===== config.mk =====
export PLATFORM = sky130hd
export DESIGN_NAME = lowercase_murmur2_string_hash_flat
export DESIGN_NICKNAME = d
export VERILOG_FILES = /design/src/design/lmh_pkg.sv /design/src/design/lmh_if.sv /design/src/design/lmh_ctrl.sv /design/src/design/lmh_datapath.sv /design/src/design/lowercase_murmur2_string_hash.sv /design/src/flat_wrapper.sv
export SDC_FILE = /design/constraint.sdc
export NUM_CORES = 1
export LEC_CHECK = 0
export BUFFER_PORTS_ARGS = -buffer_cell sky130_fd_sc_hd__buf_2
export CAP_MARGIN = 20
export CORE_AREA = 10 10 213 215
export DETAILED_ROUTE_END_ITERATION = 16
export DIE_AREA = 0 0 223 225
export PLACE_DENSITY_LB_ADDON = 0.25
export SYNTH_ARGS = -nofsm -noshare
export SYNTH_HDL_FRONTEND = slang
export SYNTH_SLANG_ARGS = --single-unit
export TNS_END_PERCENT = 1

===== constraint.sdc =====
create_clock -name clk -period 8.72 [get_ports clk]
set_input_delay 2.18 -clock clk [delete_from_list [all_inputs] [get_ports clk]]
set_output_delay 2.18 -clock clk [all_outputs]
set_load 0.03 [all_outputs]

===== src/design/lmh_pkg.sv =====
package lmh_pkg;

    localparam int unsigned HASH_W     = 32;
    localparam int unsigned CHAR_W     = 8;
    localparam int unsigned NAME_LEN_W = 7;

    localparam logic [HASH_W-1:0] MIX_MUL    = 32'h5bd1e995;
    localparam logic [HASH_W-1:0] SEED_RESET = 32'h31415926;

    localparam int unsigned WORD_SHIFT = 24;
    localparam int unsigned FIN_SHIFT1 = 13;
    localparam int unsigned FIN_SHIFT2 = 15;

    typedef enum logic [2:0] {
        ST_IDLE,
        ST_K1,
        ST_K2,
        ST_ACC,
        ST_TAIL,
        ST_FIN1,
        ST_FIN2
    } ctrl_state_t;

    // Operand select for the shared multiplier
    typedef enum logic [2:0] {
        OP_NONE,
        OP_K1,
        OP_K2,
        OP_ACC,
        OP_TAIL,
        OP_FIN1
    } dp_op_t;

    typedef struct packed {
        logic   load;       // take the presented byte
        dp_op_t op;
        logic   emit_hash;  // finalize into the output register
        logic   emit_zero;  // empty name
    } dp_cmd_t;

    typedef struct packed {
        logic empty;      // presented item is an empty name
        logic word_full;  // presented byte completes a word
        logic last_now;   // presented byte is the last of the name
        logic last;       // stored position has reached the stored length
    } dp_status_t;

    function automatic logic [CHAR_W-1:0] fold_lower(input logic [CHAR_W-1:0] c);
        logic [CHAR_W-1:0] r;
        r = c;
        if (c >= 8'h41 && c <= 8'h5a)
        begin
            r = c + 8'd32;
        end
        return r;
    endfunction

endpackage


===== src/design/lmh_if.sv =====
interface lmh_char_if;
    logic                              valid;
    logic                              ready;
    logic [lmh_pkg::CHAR_W-1:0]        char_byte;
    logic [lmh_pkg::NAME_LEN_W-1:0]    name_length;

    modport source (output valid, output char_byte, output name_length, input ready);
    modport sink   (input valid, input char_byte, input name_length, output ready);
endinterface

interface lmh_hash_if;
    logic                          valid;
    logic                          ready;
    logic [lmh_pkg::HASH_W-1:0]    hash_value;

    modport source (output valid, output hash_value, input ready);
    modport sink   (input valid, input hash_value, output ready);
endinterface

interface lmh_seed_if;
    logic                          valid;
    logic                          ready;
    logic [lmh_pkg::HASH_W-1:0]    hash_seed;

    modport source (output valid, output hash_seed, input ready);
    modport sink   (input valid, input hash_seed, output ready);
endinterface


===== src/design/lmh_ctrl.sv =====
module lmh_ctrl (
    input  logic                 clk,
    input  logic                 rst_n,
    input  logic                 chars_valid,
    output logic                 chars_ready,
    output logic                 hash_valid,
    input  logic                 hash_ready,
    input  lmh_pkg::dp_status_t  status,
    output lmh_pkg::dp_cmd_t     cmd
);

    lmh_pkg::ctrl_state_t state_reg;
    lmh_pkg::ctrl_state_t state_next;
    logic                 out_valid_reg;
    logic                 out_valid_next;
    logic                 out_free;
    logic                 accept;

    assign out_free    = !out_valid_reg || hash_ready;
    assign chars_ready = (state_reg == lmh_pkg::ST_IDLE) && out_free;
    assign accept      = chars_valid && chars_ready;
    assign hash_valid  = out_valid_reg;

    always_ff @(posedge clk or negedge rst_n)
    begin
        if (!rst_n)
        begin
            state_reg     <= lmh_pkg::ST_IDLE;
            out_valid_reg <= 1'b0;
        end
        else
        begin
            state_reg     <= state_next;
            out_valid_reg <= out_valid_next;
        end
    end

    always_comb
    begin
        state_next    = state_reg;
        cmd.load      = 1'b0;
        cmd.op        = lmh_pkg::OP_NONE;
        cmd.emit_hash = 1'b0;
        cmd.emit_zero = 1'b0;

        unique case (state_reg)
            lmh_pkg::ST_IDLE:
            begin
                if (accept)
                begin
                    if (status.empty)
                    begin
                        cmd.emit_zero = 1'b1;
                    end
                    else
                    begin
                        cmd.load = 1'b1;
                        if (status.word_full)
                        begin
                            state_next = lmh_pkg::ST_K1;
                        end
                        else if (status.last_now)
                        begin
                            state_next = lmh_pkg::ST_TAIL;
                        end
                    end
                end
            end
            lmh_pkg::ST_K1:
            begin
                cmd.op     = lmh_pkg::OP_K1;
                state_next = lmh_pkg::ST_K2;
            end
            lmh_pkg::ST_K2:
            begin
                cmd.op     = lmh_pkg::OP_K2;
                state_next = lmh_pkg::ST_ACC;
            end
            lmh_pkg::ST_ACC:
            begin
                cmd.op     = lmh_pkg::OP_ACC;
                // full word at the end: no tail to fold
                state_next = status.last ? lmh_pkg::ST_FIN1 : lmh_pkg::ST_IDLE;
            end
            lmh_pkg::ST_TAIL:
            begin
                cmd.op     = lmh_pkg::OP_TAIL;
                state_next = lmh_pkg::ST_FIN1;
            end
            lmh_pkg::ST_FIN1:
            begin
                cmd.op     = lmh_pkg::OP_FIN1;
                state_next = lmh_pkg::ST_FIN2;
            end
            lmh_pkg::ST_FIN2:
            begin
                if (out_free)
                begin
                    cmd.emit_hash = 1'b1;
                    state_next    = lmh_pkg::ST_IDLE;
                end
            end
            default:
            begin
                state_next = lmh_pkg::ST_IDLE;
            end
        endcase

        if (cmd.emit_hash || cmd.emit_zero)
        begin
            out_valid_next = 1'b1;
        end
        else if (hash_ready)
        begin
            out_valid_next = 1'b0;
        end
        else
        begin
            out_valid_next = out_valid_reg;
        end
    end

endmodule


===== src/design/lmh_datapath.sv =====
module lmh_datapath #(
    parameter int MAX_NAME_LENGTH = 127
) (
    input  logic                              clk,
    input  logic                              rst_n,
    input  logic [lmh_pkg::CHAR_W-1:0]        char_byte,
    input  logic [lmh_pkg::NAME_LEN_W-1:0]    name_length,
    input  logic                              seed_we,
    input  logic [lmh_pkg::HASH_W-1:0]        seed_data,
    input  lmh_pkg::dp_cmd_t                  cmd,
    output lmh_pkg::dp_status_t               status,
    output logic [lmh_pkg::HASH_W-1:0]        hash_value
);

    localparam int LEN_FIELD_MAX = (1 << lmh_pkg::NAME_LEN_W) - 1;
    localparam int LEN_CAP_I     = (MAX_NAME_LENGTH < LEN_FIELD_MAX) ?
                                   MAX_NAME_LENGTH : LEN_FIELD_MAX;

    logic [lmh_pkg::HASH_W-1:0]      seed_reg;
    logic [lmh_pkg::HASH_W-1:0]      acc_reg;
    logic [lmh_pkg::HASH_W-1:0]      acc_next;
    logic [lmh_pkg::HASH_W-1:0]      word_reg;
    logic [lmh_pkg::HASH_W-1:0]      word_next;
    logic [lmh_pkg::HASH_W-1:0]      hash_reg;
    logic [lmh_pkg::HASH_W-1:0]      hash_next;
    logic [lmh_pkg::NAME_LEN_W-1:0]  pos_reg;
    logic [lmh_pkg::NAME_LEN_W-1:0]  pos_next;
    logic [lmh_pkg::NAME_LEN_W-1:0]  len_reg;
    logic [lmh_pkg::NAME_LEN_W-1:0]  len_next;

    logic                            first;
    logic [lmh_pkg::NAME_LEN_W-1:0]  len_eff;
    logic [lmh_pkg::NAME_LEN_W-1:0]  len_use;
    logic [lmh_pkg::NAME_LEN_W:0]    pos_plus;
    logic [1:0]                      slot;
    logic [lmh_pkg::CHAR_W-1:0]      c_low;
    logic [lmh_pkg::HASH_W-1:0]      c_placed;
    logic [lmh_pkg::HASH_W-1:0]      base_acc;
    logic [lmh_pkg::HASH_W-1:0]      base_word;
    logic [lmh_pkg::HASH_W-1:0]      mul_a;
    logic [lmh_pkg::HASH_W-1:0]      product;

    assign first    = (pos_reg == '0);
    assign len_eff  = (int'(name_length) > LEN_CAP_I) ?
                      LEN_CAP_I[lmh_pkg::NAME_LEN_W-1:0] : name_length;
    assign len_use  = first ? len_eff : len_reg;
    assign pos_plus = {1'b0, pos_reg} + 1'b1;
    assign slot     = pos_reg[1:0];
    assign c_low    = lmh_pkg::fold_lower(char_byte);
    assign c_placed = {{(lmh_pkg::HASH_W-lmh_pkg::CHAR_W){1'b0}}, c_low} << {slot, 3'b000};
    assign base_acc = first ? (seed_reg ^ {{(lmh_pkg::HASH_W-lmh_pkg::NAME_LEN_W){1'b0}},
                                           len_eff})
                            : acc_reg;
    assign base_word = first ? '0 : word_reg;

    assign status.empty     = first && (len_eff == '0);
    assign status.word_full = (slot == 2'd3);
    assign status.last_now  = pos_plus >= {1'b0, len_use};
    assign status.last      = pos_reg >= len_reg;

    // Single shared constant multiplier, result always registered
    always_comb
    begin
        unique case (cmd.op)
            lmh_pkg::OP_K1:   mul_a = word_reg;
            lmh_pkg::OP_K2:   mul_a = word_reg ^ (word_reg >> lmh_pkg::WORD_SHIFT);
            lmh_pkg::OP_ACC:  mul_a = acc_reg;
            lmh_pkg::OP_TAIL: mul_a = acc_reg ^ word_reg;
            lmh_pkg::OP_FIN1: mul_a = acc_reg ^ (acc_reg >> lmh_pkg::FIN_SHIFT1);
            default:          mul_a = word_reg;
        endcase
    end

    assign product = mul_a * lmh_pkg::MIX_MUL;

    always_comb
    begin
        acc_next  = acc_reg;
        word_next = word_reg;
        pos_next  = pos_reg;
        len_next  = len_reg;
        hash_next = hash_reg;

        if (cmd.load)
        begin
            acc_next  = base_acc;
            word_next = base_word | c_placed;
            pos_next  = pos_plus[lmh_pkg::NAME_LEN_W-1:0];
            len_next  = len_use;
        end

        unique case (cmd.op)
            lmh_pkg::OP_K1:   word_next = product;
            lmh_pkg::OP_K2:   word_next = product;
            lmh_pkg::OP_ACC:
            begin
                acc_next  = product ^ word_reg;
                word_next = '0;
            end
            lmh_pkg::OP_TAIL: acc_next = product;
            lmh_pkg::OP_FIN1: acc_next = product;
            default:
            begin
            end
        endcase

        if (cmd.emit_hash)
        begin
            hash_next = acc_reg ^ (acc_reg >> lmh_pkg::FIN_SHIFT2);
            pos_next  = '0;
            len_next  = '0;
        end
        else if (cmd.emit_zero)
        begin
            hash_next = '0;
        end
    end

    always_ff @(posedge clk or negedge rst_n)
    begin
        if (!rst_n)
        begin
            seed_reg <= lmh_pkg::SEED_RESET;
            pos_reg  <= '0;
            len_reg  <= '0;
        end
        else
        begin
            if (seed_we)
            begin
                seed_reg <= seed_data;
            end
            pos_reg <= pos_next;
            len_reg <= len_next;
        end
    end

    always_ff @(posedge clk)
    begin
        acc_reg  <= acc_next;
        word_reg <= word_next;
        hash_reg <= hash_next;
    end

    assign hash_value = hash_reg;

endmodule


===== src/design/lowercase_murmur2_string_hash.sv =====
// Channel  | Dir | Payload                          | Transaction
// ---------+-----+----------------------------------+--------------------------------
// chars    | in  | char_byte[7:0], name_length[6:0] | one name byte (length on first)
// hash     | out | hash_value[31:0]                 | one hash per name
// cfg      | in  | hash_seed[31:0]                  | seed write, never stalls
//
// Steps: a byte that does not complete a 4-byte word is only accepted. A byte that
// completes a word is accepted, then makes three passes through the one 32x32
// constant multiplier. The end of a name adds tail fold, finalize multiply and
// output load after a tail; finalize multiply and output load on a full word.
// An empty name loads 0 into the output register at its accept edge.
// Reset: rst_n async active low; seed returns to 0x31415926, no name in progress.
// Stalls: no bytes are taken during multiplier passes; a hash waiting in the output
// register blocks new bytes and the output load until the receiver takes it.

// Lower-case folding MurmurHash2 (32 bit) over a name streamed one byte per
// transaction. Controller sequences the shared multiplier; datapath holds the
// running hash, the partial word and the byte count.
module lowercase_murmur2_string_hash #(
    parameter int MAX_NAME_LENGTH = 127
) (
    input logic       clk,
    input logic       rst_n,
    lmh_char_if.sink  chars,
    lmh_hash_if.source hash,
    lmh_seed_if.sink  cfg
);

    lmh_pkg::dp_cmd_t    cmd;
    lmh_pkg::dp_status_t status;

    // Seed register takes every write; the user must write only while idle, the block does not enforce it.
    assign cfg.ready = 1'b1;

    lmh_ctrl u_ctrl (
        .clk         (clk),
        .rst_n       (rst_n),
        .chars_valid (chars.valid),
        .chars_ready (chars.ready),
        .hash_valid  (hash.valid),
        .hash_ready  (hash.ready),
        .status      (status),
        .cmd         (cmd)
    );

    lmh_datapath #(
        .MAX_NAME_LENGTH (MAX_NAME_LENGTH)
    ) u_datapath (
        .clk         (clk),
        .rst_n       (rst_n),
        .char_byte   (chars.char_byte),
        .name_length (chars.name_length),
        .seed_we     (cfg.valid),
        .seed_data   (cfg.hash_seed),
        .cmd         (cmd),
        .status      (status),
        .hash_value  (hash.hash_value)
    );

endmodule


===== src/flat_wrapper.sv =====
// flat-port wrapper written by rule: the top's interface ports become plain ports
module lowercase_murmur2_string_hash_flat 
#(
    parameter int MAX_NAME_LENGTH = 127
)
  (clk, rst_n, chars_valid, chars_char_byte, chars_name_length, chars_ready, hash_valid, hash_hash_value, hash_ready, cfg_valid, cfg_hash_seed, cfg_ready);
  lmh_char_if chars_i ();
  lmh_hash_if hash_i ();
  lmh_seed_if cfg_i ();
  input logic clk;
  input logic rst_n;
  input wire logic [$bits(chars_i.valid)-1:0] chars_valid;
  input wire logic [$bits(chars_i.char_byte)-1:0] chars_char_byte;
  input wire logic [$bits(chars_i.name_length)-1:0] chars_name_length;
  output wire logic [$bits(chars_i.ready)-1:0] chars_ready;
  output wire logic [$bits(hash_i.valid)-1:0] hash_valid;
  output wire logic [$bits(hash_i.hash_value)-1:0] hash_hash_value;
  input wire logic [$bits(hash_i.ready)-1:0] hash_ready;
  input wire logic [$bits(cfg_i.valid)-1:0] cfg_valid;
  input wire logic [$bits(cfg_i.hash_seed)-1:0] cfg_hash_seed;
  output wire logic [$bits(cfg_i.ready)-1:0] cfg_ready;
  assign chars_i.valid = chars_valid;
  assign chars_i.char_byte = chars_char_byte;
  assign chars_i.name_length = chars_name_length;
  assign chars_ready = chars_i.ready;
  assign hash_valid = hash_i.valid;
  assign hash_hash_value = hash_i.hash_value;
  assign hash_i.ready = hash_ready;
  assign cfg_i.valid = cfg_valid;
  assign cfg_i.hash_seed = cfg_hash_seed;
  assign cfg_ready = cfg_i.ready;
  lowercase_murmur2_string_hash #(.MAX_NAME_LENGTH(MAX_NAME_LENGTH)) u_core (.clk(clk), .rst_n(rst_n), .chars(chars_i), .hash(hash_i), .cfg(cfg_i));
endmodule

==> out/qor.yml <==
setup_path:
  path_buf_inv: 7
  crit_type: "reg2reg"
  crit_cells: 29
  critPathSlowestCell: "fa_1"
  required_ns: 8.89
  cp_max_fo: 31
  cp_data_arrival_time_ns: 8.47
  reg2regPathDepth: 29
  crit_top_cell: "fa_1"
  start_kind: "register"
  crit_family: "adder cells"
  worstSetupEndpointType: "register"
  cpPeakStageDelay_ns: 0.56
final_layout:
  final_common_cell: "inv_1"
  syn_to_final_growth_pct: 10.9
  drive_gt1_frac: 0.144
  post-route-util: 0.489
  regArea_mm2: 0.00415
  fin_nets: 2434
  multi_input_area_mm2: 0.0124
  antenna_cells: 0
  final_cell_mix: "inv_1 (363), ha_1 (232), fa_1 (178)"
  fillers: 3810
  finalNonFillerCells: 2524
timing:
  final-setup-viol-count: 0
  maxSlewHeadroom: 0.203
  tightest_slew_ns: 1.19
  max_freq_mhz: 121
  slew_viol_final: 0
  min_period_ns: 8.30
  final_hold_viol_count: 0
  fin_setup_tns_ns: 0
  final.setup_skew_ns: 0.0115
  fin_crit_sh: 0.952
cts:
  path_clk_slew_ns: 0.06
  htreeDepth: 4
  cts.sinks: 146
  cts_root_buf: "clkbuf_16"
  clock_path_buffers: 2
  cts_tree: "yes"
  holdBufCountCts: 0
  numCtsBuffers: 17
  clock_latency_ns: 0.44
yosys:
  ys.flop_type: "edfxtp_1"
  synth_compound_area_frac: 0.145
  synth.top_cell.area_share: 0.195
  synth_top_family_by_area: "adder cells"
  synthXorXnorAreaFrac: 0.0669
  synthTopCellsByArea: "fa_1 (20%), ha_1 (16%), edfxtp_1 (16%), inv_1 (7.5%), dfrtp_1 (5.2%)"
  synth-seq-cells: 146
  async_flop_share: 0.342
  yosys-mux-area-fraction: 0.0351
  synthCells: 1862
  syn_area_mm2: 0.0182
  yosys.area.top_type: "fa_1"
  synth_edf_count: 96
  seq_area_frac_synth: 0.228
  yosys.area_share.adder: 0.355
  synth-simple-area-share: 0.0764
  synth_cell_types: 82
  synth_warnings: 0
  syn_nets: 2324
  syn_area_per_cell_um2: 9.79
floorplan:
  die_w_um: 223
  dieArea_mm2: 0.0502
  io_pins: 87
  initial_core_util: 0.441
  die_h_um: 225
  placementRows: 75
  coreArea_mm2: 0.0414
detailed_routing:
  drt_iter0_drc: 1462
  ant_nets: 0
  avgViaCountPerCell: 5.62
  wl_per_cell_um: 22.3
  dr.pass1.iters: 5
  dr_total_vias: 14188
  wirelength_um: 56400
  remaining_drc_errors: 0
min_path:
  hold-path-cell-count: 1
  hp-class: "reg2reg"
placement:
  hpwl_um: 45500
  dp_cells: 2485
  numPortBuffers: 85
  gp_congestion: 0.962
global_routing:
  grt_pass1_wl_um: 87700
  grt_antenna_before_repair: 1
  grt_pass1_vias: 14465
  grt.overflow.total: 0
  grt_max_degree: 51
  groute.usage.overall: 0.227
flow_run:
  max_cap_viol_count: 0
status:
  status: "finished clean"
## repair_timing
action,in CTS,in global routing
endpoints found under the setup margin,0,11
setup buffers,0,6
resized for setup,0,4
## metal layers
| metal | share of wire | vias up | global-route usage |
|---|---|---|---|
| met4 | 0.021 | 2 | 0.0554 |
| li1 | - | 6506 | - |
| met2 | 0.46 | 536 | 0.355 |
| met5 | 0.00023 | - | 0 |
| met1 | 0.45 | 7075 | 0.317 |
| met3 | 0.072 | 69 | 0.0414 |
## final cells by class
cell class / count / share of cell area
timing repair buffer: 169 / 0.0528
multi-input combinational: 1274 / 0.612
sequential: 146 / 0.205
clock buffer: 20 / 0.0237
inverter: 364 / 0.0678
clock inverter: 12 / 0.00458
tap: 539 / 0.0333
## path summary, 6_finish.rpt
check	slack, ns	end	startpoint
worst max-delay path	0.42	u_core.u_datapath.acc_reg[30]	u_core.u_ctrl.state_reg[1]
worst min-delay path	0.53	u_core.u_datapath.seed_reg[23]	u_core.u_datapath.seed_reg[23]
worst max register to register	0.42	u_core.u_datapath.acc_reg[30]	u_core.u_ctrl.state_reg[1]
worst min register to register	0.53	u_core.u_datapath.seed_reg[23]	u_core.u_datapath.seed_reg[23]
max in group asynchronous	6.36	u_core.u_ctrl.state_reg[1]	rst_n
min in group asynchronous	1.87	u_core.u_datapath.seed_reg[30]	rst_n
## cells in the mapped netlist (9+ instances only)
| cell | instances |
|---|---|
| nand3_1 | 22 |
| dfrtp_1 | 38 |
| and2_1 | 21 |
| a31oi_1 | 12 |
| ha_1 | 232 |
| mux2i_1 | 20 |
| o211ai_1 | 29 |
| a21o_1 | 32 |
| o21a_1 | 9 |
| nor2b_1 | 11 |
| xor2_1 | 33 |
| a22oi_1 | 41 |
| edfxtp_1 | 96 |
| buf_1 | 15 |
| a211oi_1 | 20 |
| nor3_1 | 9 |
| dfstp_2 | 12 |
| clkbuf_1 | 47 |
| a21oi_1 | 45 |
| nand2_1 | 106 |
| o21bai_1 | 9 |
| fa_1 | 178 |
| nor2_1 | 73 |
| a22o_1 | 11 |
| nand2b_1 | 13 |
| o21ai_0 | 109 |
| inv_1 | 364 |
| mux2_2 | 39 |
| xnor2_1 | 82 |
| o22ai_1 | 11 |
| a221oi_1 | 12 |
## through the flow
step | hold slack, ns | setup WS (ns) | area, um2
after global routing | 0.544 | -0.0132 | 20200
final | 0.532 | 0.422 | 20200
after detailed placement | 0.517 | 0.171 | 19600
after CTS | 0.532 | 0.182 | 20200
after floorplan | 0.480 | 0.157 | 18200
after global placement | 0.513 | 0.378 | 19600
## cell families (layout without fill, tap and decap cells)
| group | Yosys count | after routing |
|---|---|---|
| AO/OA/AOI/OAI | 388 | 388 |
| XOR/XNOR | 125 | 125 |
| adder cells (fa/ha/maj) | 410 | 410 |
| buffers and inverters | 442 | 565 |
| flip-flops | 146 | 146 |
| multiplexers | 59 | 59 |
| other | 1 | 1 |
| AND/OR/NAND/NOR | 291 | 291 |
## worst register-to-register path: cells and delay by family (launching register included)
family / cells / cell delay, ns
AOI/OAI and AO/OA: 11 / 2.22
xor gates and xnor gates: 1 / 0.18
DFF: 1 / 0.45
and+or+nand+nor: 1 / 0.34
buffers and inverters: 7 / 0.90
adders and majority gates: 9 / 3.94
Power is left out: the tool's default activity adds up to more than one toggle a clock period on the data nets, which glitch-free logic cannot reach.
